**config.mk**
```make
export PLATFORM = sky130hd
export DESIGN_NAME = hdlc_bit_stuff_framer_top
export DESIGN_NICKNAME = d
export VERILOG_FILES = /design/src/rtl/core/hbsf_pkg.sv /design/src/rtl/core/hdlc_bit_stuff_framer_top.sv /design/src/rtl/core/hbsf_front.sv /design/src/rtl/core/hbsf_cmd_fifo.sv /design/src/rtl/core/hbsf_back.sv
export SDC_FILE = /design/constraint.sdc
export NUM_CORES = 1
export LEC_CHECK = 0
export ABC_AREA = 1
export BUFFER_PORTS_ARGS = -buffer_cell sky130_fd_sc_hd__buf_2
export CELL_PAD_IN_SITES_DETAIL_PLACEMENT = 2
export CELL_PAD_IN_SITES_GLOBAL_PLACEMENT = 2
export CORE_MARGIN = 10
export CORE_UTILIZATION = 38
export CTS_BUF_LIST = sky130_fd_sc_hd__clkbuf_8
export DETAILED_ROUTE_END_ITERATION = 10
export HOLD_SLACK_MARGIN = 0.03
export PLACE_DENSITY_LB_ADDON = 0.1
export SYNTH_ARGS = -nofsm -noshare
export SYNTH_HDL_FRONTEND = slang
export SYNTH_HIERARCHICAL = 1
export SYNTH_SLANG_ARGS = --single-unit
```
**constraint.sdc**
```tcl
create_clock -name clk -period 3.6 [get_ports clk]
set_input_delay 0.18 -clock clk [delete_from_list [all_inputs] [get_ports clk]]
set_output_delay 0.18 -clock clk [all_outputs]
set_load 0.01 [all_outputs]
```
**src/rtl/core/hbsf_pkg.sv**
```systemverilog
`default_nettype none
package hbsf_pkg;

	// Widths of the frame size register and the frame bit counter.
	localparam int unsigned SIZE_W         = 11;
	localparam int unsigned MAX_FRAME_BITS = 1024;
	localparam logic [SIZE_W-1:0] SIZE_RESET = SIZE_W'(8);
	localparam logic [SIZE_W-1:0] SIZE_MAX   = SIZE_W'(MAX_FRAME_BITS);

	// Flag octet and the run length that forces a stuffed zero.
	localparam logic [7:0] FLAG_PATTERN = 8'b0111_1110;
	localparam int unsigned RUN_W       = 3;
	localparam logic [RUN_W-1:0] RUN_LIMIT = RUN_W'(5);

	// Command queue between the classifier and the serializer.
	localparam int unsigned FIFO_DEPTH = 4;
	localparam int unsigned FIFO_AW    = $clog2(FIFO_DEPTH);

	// Serializer phases: opening flag, data bit, stuffed zero, closing flag.
	localparam int unsigned PH_W = 5;
	localparam logic [PH_W-1:0] PH_OPEN_FIRST  = PH_W'(0);
	localparam logic [PH_W-1:0] PH_OPEN_LAST   = PH_W'(7);
	localparam logic [PH_W-1:0] PH_DATA        = PH_W'(8);
	localparam logic [PH_W-1:0] PH_STUFF       = PH_W'(9);
	localparam logic [PH_W-1:0] PH_CLOSE_FIRST = PH_W'(10);
	localparam logic [PH_W-1:0] PH_CLOSE_LAST  = PH_W'(17);

	// One classified payload bit: what the serializer must send for it.
	typedef struct packed {
		logic data;
		logic open;
		logic stuff;
		logic close;
	} cmd_t;

	// One line bit on its way to the result port.
	typedef struct packed {
		logic line_bit;
		logic is_flag;
		logic last_of_run;
	} result_t;

endpackage
`default_nettype wire

```
**src/rtl/core/hdlc_bit_stuff_framer_top.sv**
```systemverilog
// HDLC bit-stuffing framer, transmit side.
// Input channel: drive data_bit with push; the bit is taken at a clock edge
// where push is high and full is low. Result channel: while empty is low the
// oldest line bit sits on line_bit, is_flag and last_of_run; pop at an edge
// where empty is low takes it. last_of_run marks the final line bit caused by
// one payload bit (flag bits, the data bit, a stuffed zero).
// Configuration: frame_size is written at an edge where cfg_valid is high;
// cfg_ready is always high. Write it only while the block is idle.
// The first line bit of a payload bit passes through the command queue and
// then the output register. Throughput: one line bit per cycle while the
// receiver pops, set by the serializer, which emits one bit per cycle from a
// four-entry command queue; input flows at one bit per cycle inside a frame
// without stuffing and stalls (full high) while flags or stuffed zeros drain.
// Reset: clears the queue and output register and restarts at a frame start
// with frame_size 8. If the receiver stops popping, the output holds its bit
// and the queue fills, after which full stays high until pops resume.
`default_nettype none
module hdlc_bit_stuff_framer_top (
	input  wire logic                         clk,
	input  wire logic                         arst_n,
	input  wire logic                         push,
	output logic                              full,
	input  wire logic                         data_bit,
	output logic                              empty,
	input  wire logic                         pop,
	output logic                              line_bit,
	output logic                              is_flag,
	output logic                              last_of_run,
	input  wire logic                         cfg_valid,
	output logic                              cfg_ready,
	input  wire logic [hbsf_pkg::SIZE_W-1:0]  frame_size
);

	hbsf_pkg::cmd_t    front_cmd;
	hbsf_pkg::cmd_t    head_cmd;
	hbsf_pkg::result_t res;
	logic              accept;
	logic              q_empty;
	logic              q_pop;
	logic              res_valid;

	assign cfg_ready   = 1'b1;
	assign accept      = push && !full;
	assign empty       = !res_valid;
	assign line_bit    = res.line_bit;
	assign is_flag     = res.is_flag;
	assign last_of_run = res.last_of_run;

	// Classifier: frame position, run tracking, command per payload bit.
	hbsf_front u_front (
		.clk      (clk),
		.arst_n   (arst_n),
		.cfg_valid(cfg_valid),
		.cfg_size (frame_size),
		.accept   (accept),
		.data_bit (data_bit),
		.cmd      (front_cmd)
	);

	// Command queue decoupling classifier and serializer.
	hbsf_cmd_fifo u_fifo (
		.clk   (clk),
		.arst_n(arst_n),
		.wr_en (accept),
		.wr_cmd(front_cmd),
		.full  (full),
		.rd_en (q_pop),
		.rd_cmd(head_cmd),
		.empty (q_empty)
	);

	// Serializer with its output register.
	hbsf_back u_back (
		.clk      (clk),
		.arst_n   (arst_n),
		.cmd      (head_cmd),
		.cmd_empty(q_empty),
		.cmd_pop  (q_pop),
		.res      (res),
		.res_valid(res_valid),
		.res_pop  (pop)
	);

endmodule
`default_nettype wire

```
**src/rtl/core/hbsf_front.sv**
```systemverilog
`default_nettype none
module hbsf_front (
	input  wire logic                          clk,
	input  wire logic                          arst_n,
	input  wire logic                          cfg_valid,
	input  wire logic [hbsf_pkg::SIZE_W-1:0]   cfg_size,
	input  wire logic                          accept,
	input  wire logic                          data_bit,
	output hbsf_pkg::cmd_t                     cmd
);

	logic [hbsf_pkg::SIZE_W-1:0] frame_size_q;
	logic [hbsf_pkg::SIZE_W-1:0] bit_in_frame_q;
	logic [hbsf_pkg::RUN_W-1:0]  ones_run_q;

	logic [hbsf_pkg::SIZE_W-1:0] eff_size;
	logic [hbsf_pkg::SIZE_W-1:0] bif_next;
	logic [hbsf_pkg::RUN_W-1:0]  run_base;
	logic [hbsf_pkg::RUN_W-1:0]  run_inc;
	logic [hbsf_pkg::RUN_W-1:0]  run_next;

	// Clamp the configured size into the legal frame range.
	always_comb begin
		eff_size = frame_size_q;
		if (frame_size_q == '0) begin
			eff_size = hbsf_pkg::SIZE_W'(1);
		end else if (frame_size_q > hbsf_pkg::SIZE_MAX) begin
			eff_size = hbsf_pkg::SIZE_MAX;
		end
	end

	// Classify the incoming bit: flag before it, stuffed zero, flag after it.
	always_comb begin
		cmd.data  = data_bit;
		cmd.open  = (bit_in_frame_q == '0);
		run_base  = cmd.open ? '0 : ones_run_q;
		run_inc   = run_base + hbsf_pkg::RUN_W'(1);
		cmd.stuff = data_bit && (run_inc >= hbsf_pkg::RUN_LIMIT);
		if (!data_bit || cmd.stuff) begin
			run_next = '0;
		end else begin
			run_next = run_inc;
		end
		bif_next  = bit_in_frame_q + hbsf_pkg::SIZE_W'(1);
		cmd.close = (bif_next >= eff_size);
	end

	// Frame size register.
	always_ff @(posedge clk or negedge arst_n) begin
		if (!arst_n) begin
			frame_size_q <= hbsf_pkg::SIZE_RESET;
		end else if (cfg_valid) begin
			frame_size_q <= cfg_size;
		end
	end

	// Frame position and run of ones, advanced once per accepted bit.
	always_ff @(posedge clk or negedge arst_n) begin
		if (!arst_n) begin
			bit_in_frame_q <= '0;
			ones_run_q     <= '0;
		end else if (accept) begin
			bit_in_frame_q <= cmd.close ? '0 : bif_next;
			ones_run_q     <= cmd.close ? '0 : run_next;
		end
	end

`ifndef NO_ASSERTIONS
	// A closing bit always returns the frame to its start.
	a_close_restarts: assert property (@(posedge clk) disable iff (!arst_n)
		accept && cmd.close |=> bit_in_frame_q == '0)
		else $error("frame counter did not restart after a closing bit");

	// Stuffing keeps the stored run of ones below the limit.
	a_run_bounded: assert property (@(posedge clk) disable iff (!arst_n)
		ones_run_q < hbsf_pkg::RUN_LIMIT)
		else $error("run of ones reached the stuffing limit");
`endif

endmodule
`default_nettype wire

```
**src/rtl/core/hbsf_cmd_fifo.sv**
```systemverilog
`default_nettype none
module hbsf_cmd_fifo (
	input  wire logic             clk,
	input  wire logic             arst_n,
	input  wire logic             wr_en,
	input  wire hbsf_pkg::cmd_t   wr_cmd,
	output logic                  full,
	input  wire logic             rd_en,
	output hbsf_pkg::cmd_t        rd_cmd,
	output logic                  empty
);

	hbsf_pkg::cmd_t                 mem [hbsf_pkg::FIFO_DEPTH];
	logic [hbsf_pkg::FIFO_AW-1:0]   wr_ptr_q;
	logic [hbsf_pkg::FIFO_AW-1:0]   rd_ptr_q;
	logic [hbsf_pkg::FIFO_AW:0]     count_q;

	assign full   = (count_q == (hbsf_pkg::FIFO_AW+1)'(hbsf_pkg::FIFO_DEPTH));
	assign empty  = (count_q == '0);
	assign rd_cmd = mem[rd_ptr_q];

	// Command storage.
	always_ff @(posedge clk) begin
		if (wr_en) begin
			mem[wr_ptr_q] <= wr_cmd;
		end
	end

	// Pointers and fill count.
	always_ff @(posedge clk or negedge arst_n) begin
		if (!arst_n) begin
			wr_ptr_q <= '0;
			rd_ptr_q <= '0;
			count_q  <= '0;
		end else begin
			if (wr_en) begin
				wr_ptr_q <= wr_ptr_q + hbsf_pkg::FIFO_AW'(1);
			end
			if (rd_en) begin
				rd_ptr_q <= rd_ptr_q + hbsf_pkg::FIFO_AW'(1);
			end
			case ({wr_en, rd_en})
				2'b10:   count_q <= count_q + (hbsf_pkg::FIFO_AW+1)'(1);
				2'b01:   count_q <= count_q - (hbsf_pkg::FIFO_AW+1)'(1);
				default: count_q <= count_q;
			endcase
		end
	end

`ifndef NO_ASSERTIONS
	// The fill count always matches the pointer distance.
	a_count_ptrs: assert property (@(posedge clk) disable iff (!arst_n)
		count_q[hbsf_pkg::FIFO_AW-1:0] == (wr_ptr_q - rd_ptr_q))
		else $error("command queue count disagrees with its pointers");
`endif

endmodule
`default_nettype wire

```
**src/rtl/core/hbsf_back.sv**
```systemverilog
`default_nettype none
module hbsf_back (
	input  wire logic            clk,
	input  wire logic            arst_n,
	input  wire hbsf_pkg::cmd_t  cmd,
	input  wire logic            cmd_empty,
	output logic                 cmd_pop,
	output hbsf_pkg::result_t    res,
	output logic                 res_valid,
	input  wire logic            res_pop
);

	logic                       mid_q;
	logic [hbsf_pkg::PH_W-1:0]  phase_q;
	logic                       out_valid_q;
	hbsf_pkg::result_t          out_q;

	logic                       advance;
	logic [hbsf_pkg::PH_W-1:0]  phase;
	logic [hbsf_pkg::PH_W-1:0]  phase_next;
	logic [hbsf_pkg::PH_W-1:0]  close_off;
	logic [2:0]                 flag_idx;
	logic                       done;
	hbsf_pkg::result_t          cur;

	assign advance   = !cmd_empty && (!out_valid_q || res_pop);
	assign cmd_pop   = advance && done;
	assign res       = out_q;
	assign res_valid = out_valid_q;
	assign close_off = phase - hbsf_pkg::PH_CLOSE_FIRST;

	// Current phase: a fresh command starts at its opening flag or its data bit.
	always_comb begin
		if (mid_q) begin
			phase = phase_q;
		end else if (cmd.open) begin
			phase = hbsf_pkg::PH_OPEN_FIRST;
		end else begin
			phase = hbsf_pkg::PH_DATA;
		end
	end

	// Next phase, and whether this is the last line bit of the command.
	always_comb begin
		phase_next = phase;
		done       = 1'b0;
		case (phase) inside
			[hbsf_pkg::PH_OPEN_FIRST:hbsf_pkg::PH_OPEN_LAST-1]: begin
				phase_next = phase + hbsf_pkg::PH_W'(1);
			end
			hbsf_pkg::PH_OPEN_LAST: begin
				phase_next = hbsf_pkg::PH_DATA;
			end
			hbsf_pkg::PH_DATA: begin
				if (cmd.stuff) begin
					phase_next = hbsf_pkg::PH_STUFF;
				end else if (cmd.close) begin
					phase_next = hbsf_pkg::PH_CLOSE_FIRST;
				end else begin
					done = 1'b1;
				end
			end
			hbsf_pkg::PH_STUFF: begin
				if (cmd.close) begin
					phase_next = hbsf_pkg::PH_CLOSE_FIRST;
				end else begin
					done = 1'b1;
				end
			end
			[hbsf_pkg::PH_CLOSE_FIRST:hbsf_pkg::PH_CLOSE_LAST-1]: begin
				phase_next = phase + hbsf_pkg::PH_W'(1);
			end
			default: begin
				done = 1'b1;
			end
		endcase
	end

	// Line bit for the current phase.
	always_comb begin
		flag_idx        = phase[2:0];
		cur.line_bit    = 1'b0;
		cur.is_flag     = 1'b0;
		cur.last_of_run = done;
		case (phase) inside
			[hbsf_pkg::PH_OPEN_FIRST:hbsf_pkg::PH_OPEN_LAST]: begin
				cur.is_flag  = 1'b1;
				cur.line_bit = hbsf_pkg::FLAG_PATTERN[3'd7 - flag_idx];
			end
			hbsf_pkg::PH_DATA: begin
				cur.line_bit = cmd.data;
			end
			[hbsf_pkg::PH_CLOSE_FIRST:hbsf_pkg::PH_CLOSE_LAST]: begin
				flag_idx     = close_off[2:0];
				cur.is_flag  = 1'b1;
				cur.line_bit = hbsf_pkg::FLAG_PATTERN[3'd7 - flag_idx];
			end
			default: begin
				cur.line_bit = 1'b0;
			end
		endcase
	end

	// Sequencer position within the command at the queue head.
	always_ff @(posedge clk or negedge arst_n) begin
		if (!arst_n) begin
			mid_q   <= 1'b0;
			phase_q <= '0;
		end else if (advance) begin
			mid_q   <= !done;
			phase_q <= phase_next;
		end
	end

	// Output register: holds a result until the receiver takes it.
	always_ff @(posedge clk or negedge arst_n) begin
		if (!arst_n) begin
			out_valid_q <= 1'b0;
		end else if (advance) begin
			out_valid_q <= 1'b1;
		end else if (res_pop) begin
			out_valid_q <= 1'b0;
		end
	end

	always_ff @(posedge clk) begin
		if (advance) begin
			out_q <= cur;
		end
	end

`ifndef NO_ASSERTIONS
	// A command in progress stays at the queue head until it finishes.
	a_mid_has_cmd: assert property (@(posedge clk) disable iff (!arst_n)
		mid_q |-> !cmd_empty)
		else $error("serializer lost its command mid-sequence");

	// A stored phase always lies inside the sequence.
	a_phase_range: assert property (@(posedge clk) disable iff (!arst_n)
		mid_q |-> phase_q <= hbsf_pkg::PH_CLOSE_LAST)
		else $error("serializer phase out of range");
`endif

endmodule
`default_nettype wire
```
Yosys cells after proc, flatten, opt, wreduce, memory -nomap -nowiden --
Memory sizes are Yosys's and may differ from the RTL's. Index checks and enable logic that the tools add are counted.
Storage, ports and cells: memories 3, word-level logic and storage cells 98, input port bits 17, memory bits (writable) 16, bits in read-only memories 16, register bits after elaboration 42, output and inout port bits 6
Memories:
- u_fifo.mem | depth 4, bits a word 4, read ports 1, clocked after Yosys merged registers in 0, wr ports 1, RTL line hbsf_cmd_fifo.sv:13 | hbsf_pkg::cmd_t mem [hbsf_pkg::FIFO_DEPTH];
- (no name shown) | depth 8, bits a word 1, read ports 1, clocked after Yosys merged registers in 0, wr ports 0, RTL line hbsf_back.sv:88 | cur.line_bit = hbsf_pkg::FLAG_PATTERN[3'd7 - flag_idx];
- (no name shown) | depth 8, bits a word 1, read ports 1, clocked after Yosys merged registers in 0, wr ports 0, RTL line hbsf_back.sv:96 | cur.line_bit = hbsf_pkg::FLAG_PATTERN[3'd7 - flag_idx];
Cells by class: equal/unequal tests 6, magnitude comparators 13, multiplexer cells 34, reduce and logical (&&, ||, !) cells 20, add/sub/neg operators 10
Operator list (number):
- $mux 5 | 8
- $mux 11 | 3
- $logic_not 11->1 | 2
- $mux 1 | 18
- $add 11x1->11 const B | 1
- $ge 11x11->1 | 1
- $gt 11x11->1 const B | 1
- $eq 5x4->1 const B | 2
- $ge 5x1->1 const B | 2
- $ge 5x4->1 const B | 2
- $le 5x3->1 const B | 2
- $le 5x5->1 const B | 2
- $mux 3 | 3
- $logic_and 1x1->1 | 8
- $lt 3x4->1 const B | 2
- $add 3x1->3 const B | 2
- $pmux 3 s2 | 1
- $sub 3x3->3 const A | 2
- $add 5x1->5 const B | 1
- $eq 5x3->1 const B | 1
- $logic_not 1->1 | 5
- $add 2x1->2 const B | 2
- $mux 4 | 1
- $reduce_bool 2->1 | 2
- other kinds (8) | 9

Logic depth before layout (Yosys ltp) --
An unclocked memory read counts as a cell.
word-level depth 13, mapped depth 23, gate-level depth less buffers 22

By module --
Netlist, hierarchy kept.
Modules (own cells, without submodules):
- hbsf_front | instances 1, cells an instance 232, seq. area each 626.9 um^2, area an instance 1719.1 um^2
- hbsf_cmd_fifo | instances 1, cells an instance 95, seq. area each 655.6 um^2, area an instance 1069.8 um^2
- hbsf_back | instances 1, cells an instance 132, seq. area each 265.3 um^2, area an instance 993.5 um^2
- hdlc_bit_stuff_framer_top | instances 1, cells an instance 5, seq. area each 0.0 um^2, area an instance 25.0 um^2

Least setup slack after synthesis --
No wires, ideal clock.
kind reg2reg, start register u_fifo/rd_ptr_q[0] (netlist name), end register u_fifo/count_q[2] (netlist name), setup time 0.117 ns, buffers on the path 2, data required time 3.483 ns, setup slack 0.973 ns, clock period less this slack 2.627 ns, data arrival time 2.510 ns, cell stages (with the launch flop) 21, cell sequence dfrtp_1 -> buf_6 -> buf_8 -> o211ai_1 -> nand2_1 -> inv_1 -> nand2_8 -> nand3_4 -> nor2_2 -> nor2_4 -> nand2_2 -> nor2_2 -> nand2_2 -> nor2_4 -> ha_1 -> inv_1 -> fa_1 -> nand2_1 -> nand3_1 -> nand2_1 -> nand2_1
RTL lines:
- start: declaration | RTL line hbsf_cmd_fifo.sv:15 | logic [hbsf_pkg::FIFO_AW-1:0] rd_ptr_q;
- start signal: assignment | RTL line hbsf_cmd_fifo.sv:40 | rd_ptr_q <= rd_ptr_q + hbsf_pkg::FIFO_AW'(1);
- end signal: assignment | RTL line hbsf_cmd_fifo.sv:43 | 2'b10: count_q <= count_q + (hbsf_pkg::FIFO_AW+1)'(1);
- end signal: assignment | RTL line hbsf_cmd_fifo.sv:44 | 2'b01: count_q <= count_q - (hbsf_pkg::FIFO_AW+1)'(1);
- end signal: assignment | RTL line hbsf_cmd_fifo.sv:45 | default: count_q <= count_q;
- end: declaration | RTL line hbsf_cmd_fifo.sv:16 | logic [hbsf_pkg::FIFO_AW:0] count_q;

Worst setup path in the final report --
start register u_back.mid_q, end register u_fifo/count_q[2] (netlist name)
On the way: longest elaborated chain between the ends 11, elaborated cells on any way between the ends 20, classes of those cells order compare: 4; eq/ne: 5; mux: 7; reduce/logical: 4
Ends and longest elaborated chain:
- start: declaration | RTL line hbsf_back.sv:13 | logic mid_q;
- start signal: assignment | RTL line hbsf_back.sv:110 | mid_q <= !done;
- $mux 5 (*) | RTL line hbsf_back.sv:34 | if (mid_q) begin
- $ge 5x4->1 (no source line) or $le 5x5->1 (tied branches)
- $logic_and 1x1->1 (no source line)
- $mux 1 (4 in series) | RTL line hbsf_back.sv:47 | case (phase) inside
- $mux 1 (*) | RTL line hbsf_back.sv:47
- $logic_and 1x1->1 (*) | RTL line hbsf_back.sv:27 | assign cmd_pop = advance && done;
- via q_pop | RTL line hdlc_bit_stuff_framer_top.sv:39 | logic q_pop;
- $eq 2x1->1 or $eq 2x2->1 (tied branches) | RTL line hbsf_cmd_fifo.sv:42 | case ({wr_en, rd_en})
- $pmux 3 s2 or $reduce_bool 2->1 (tied branches)
Mark *: on every way through the listed nets, which the timed path passes. The rest lies on a longest branch. A chain may end at the register's enable or synchronous reset.

==> metrics.csv <==
stage;metric;value;unit
setup_path;slowest_stage;dfrtp_1;
status;status;complete, no violations;
setup_path;required;3840;ps
power;pwr_density_cell;836.2;mW/mm2
synthesis;yosys.area_share.simple;25.67;%
synthesis;syn_inst;464;
placement;globalplace.congestion;0.8352;
power;vdd_drop_max;0.0002159;V
setup_path;crit_start;u_back/mid_q$_DFFE_PN0P_;
setup_path;path_max_fanout;7;
clock_network;cts_max_level;3;
drt;drtIter0Drc;119;
timing;finalSetupViolations;0;
setup_path;critical_path.cell_chain;nand2_1 > inv_1 > ha_1 > nand2_4 > clkinv_2 > nor2_2 > nor2_4 > nand2_2 > nor2_2 > nand2_2 > nor2_4 > ha_1 > inv_1 > fa_1 > nand2_1 > nand3_1 > nand2_1 > nand2_1;
setup_path;r2r-start;u_back/mid_q$_DFFE_PN0P_;
timing;rsz0062_at_grt;no;
synthesis;synth_area_leaders;dfrtp_1 25%, edfxtp_1 15%, nand2_1 11%;
synthesis;synthFlopType;dfrtp_1;
setup_path;worst-path-buf-inv;3;
synthesis;yosysTopAreaCell;dfrtp_1;
floorplan;rows;36;
global_route;grt_pass1_wl;17070;um
synthesis;synth.most_common_cell;nand2_1;
floorplan;fp.dieArea;0.01442;mm2
placement;hpwl;7752;um
synthesis;netlist_area;0.003807;mm2
timing;clock.fmax;315.6;MHz
timing;worst_slew_pin_slew;958.5;ps
synthesis;synth_cell_types;45;
timing;hold_viol;0;
drt;postRouteWirelength;10190;um
job;maxCapViolCount;0;
setup_path;end_kind;flip-flop;
setup_path;critPathLaunchType;flip-flop;
drt;drc;0;
synthesis;ys_seq_area_share;40.65;%
placement;place_area;0.004014;mm2
global_route;grt_use_total;14.67;%
floorplan;die_h;120.1;um
synthesis;synth_seq_cells;58;
synthesis;synth_fa_ha_area_share;9.727;%
synthesis;syn_avg_cell_area;8.206;um2
synthesis;synth_compound_area_share;9.727;%
final_layout;nets;534;
clock_network;numCtsBuffers;9;
clock_network;cts.sinks;58;
final_layout;drive_gt1_share;16.63;%
drt;drt_first_pass_iters;4;
synthesis;synth_top_family_by_area;simple AND/OR/NAND/NOR gates;
floorplan;pin_count;23;
clock_network;clk_latency;350;ps
global_route;grt_pass1_vias;3404;
setup_path;crit_arrival;3410;ps
final_layout;utilization;42.90;%
synthesis;yosysWarnings;6;
synthesis;muxShareOfSynthArea;0;%
floorplan;start_util;38.95;%
power;p_leak;2.184;nW
final_layout;stdcell_area;0.004193;mm2
floorplan;fp.dieW;120.1;um
global_route;grt_max_degree;40;
global_route;antenna_found_initial;0;
clock_network;clockBufferDepth;2;
hold_path;worstHoldStart;frame_size[5];
synthesis;syn-num-nets;510;
drt;num_vias;3099;
drt;antenna_left;0;
global_route;grt.overflow.total;0;
setup_path;critPathMaxStageDelay;620;ps
drt;via_per_inst;4.950;
timing;finalCriticalPeriod;3168;ps
placement;port_buffers;21;
clock_network;root_buffer;clkbuf_8;
timing;finalSetupTns;0;ps
clock_network;cts_tree;yes;
timing;skew;8.111;ps
final_layout;n_fill_cell;1147;
synthesis;yosys.area.top_type_share;24.98;%
drt;wire_per_inst;16.28;um
synthesis;ys_async_sr_fraction;67.24;%
synthesis;synth_xor_xnor_area_share;2.760;%
timing;slew_violations;0;
final_layout;area_growth;10.12;%
setup_path;path_class;flip-flop to flip-flop;
hold_path;hold_class;primary input to flip-flop;
setup_path;crit_top_cell;nand2_1;
clock_network;clk_pin_slew;70;ps
final_layout;antenna_cells;0;
timing;fin_crit_sh;88.01;%
floorplan;core_region_area;0.009774;mm2
synthesis;synth_edf_count;19;
timing;slew_headroom;36.10;%
synthesis;netlist_top_cells_count;108 x nand2_1, 87 x inv_1, 38 x dfrtp_1, 28 x ha_1, 27 x nand3_1;
setup_path;critPathTopFamily;simple AND/OR/NAND/NOR gates;
## layout by cell type (no fill, tap or decap), types with 5 or more instances in the layout
cell type,netlist,final
nand2_1,108,108
inv_1,87,87
dfrtp_1,38,38
ha_1,28,28
nand3_1,27,27
o21ai_0,26,26
nor2_1,22,22
buf_2,1,21
edfxtp_1,19,19
xor2_1,11,11
nand4_1,10,10
clkbuf_8,0,9
nand2_2,8,8
a21oi_1,8,8
nor2_2,7,7
o211ai_1,7,7
nand2_4,5,5
## metrics by stage
step / setup WS (ps) / instances / hold slack [ps] / power (mW)
2_1_floorplan: 972.9 / 464 / -115.6 / 2.465
3_3_place_gp: 647.3 / 609 / 389.3 / 2.884
3_5_place_dp: 459.1 / 609 / 394.4 / 2.980
4_1_cts: 421.5 / 626 / 32.67 / 3.566
5_1_grt: 179.0 / 626 / 45.90 / 3.861
6_report: 431.5 / 626 / 40.68 / 3.506
## routing by layer
layer,up-vias,GRT usage [%],routed length [um],share of wire [%]
met4,0,3.922,128,1.3
met1,1537,16.95,4423,43
met2,28,26.82,5416,53
met5,-,0,0,0
met3,11,2.954,224,2.2
li1,1523,-,-,-
## power by group
group,internal (mW),switching (mW)
clock network,0.247,0.291
registers,0.925,0.190
logic,0.609,1.24
## path summary, 6_finish.rpt
kind,depth (start not counted),slack [ps],endpoint
max,18,430,u_fifo/count_q[2]$_DFFE_PN0P_
min,3,40,u_front/frame_size_q[5]$_DFFE_PN0P_
max reg2reg,18,430,u_fifo/count_q[2]$_DFFE_PN0P_
min reg2reg,2,520,u_fifo/count_q[2]$_DFFE_PN0P_
max in group asynchronous,2,2480,u_front/frame_size_q[6]$_DFFE_PN0P_
min in group asynchronous,2,510,u_front/bit_in_frame_q[5]$_DFFE_PN0P_
## what timing repair did
item | CTS | global route
buffers inserted | 0 | 0
endpoints found under the hold margin | 25 | 0
hold buffers | 1 | 0
resized for setup | 0 | 0
## flip-flops by register name, indices dropped and copies added (netlist names)
signal	count
u_front/frame_size_q	11
u_back/mid_q	1
u_fifo/wr_ptr_q	2
u_fifo/mem	16
u_front/bit_in_frame_q	11
u_back/res_valid	1
u_front/ones_run_q	3
u_back/phase_q	5
u_fifo/count_q	3
u_back/res	3
u_fifo/rd_ptr_q	2
## final cells by class
type                    count  area [um2]  share of cell area [%]
multi-input cells         302        1827                   43.57
repair buffers             23       122.6                   2.925
clock inverters             7       45.04                   1.074
inverters                  94       360.3                   8.594
flip-flops and latches     58        1548                   36.91
well taps                 133       166.4                   3.969
clock buffers               9       123.9                   2.954
## logic make-up (layout without fill, tap and decap cells)
family                   after synthesis  count (layout)
AND/OR/NAND/NOR                      201             201
XOR/XNOR                              12              12
flip-flops                            58              58
adder cells (fa/ha/maj)               29              29
AO/OA/AOI/OAI                         59              59
other                                  1               1
buffers and inverters                104             133
## worst reg2reg max path: stages (launching register included)
cell and delay [ps]:
dfrtp_1 620, nand2_1 240, inv_1 220, ha_1 230, nand2_4 60, clkinv_2 50, nor2_2 60, nor2_4 120
nand2_2 90, nor2_2 170, nand2_2 100, nor2_4 150, ha_1 210, inv_1 80, fa_1 390, nand2_1 110
nand3_1 80, nand2_1 60, nand2_1 40
Note: power is estimated with default switching activity, not from simulation.
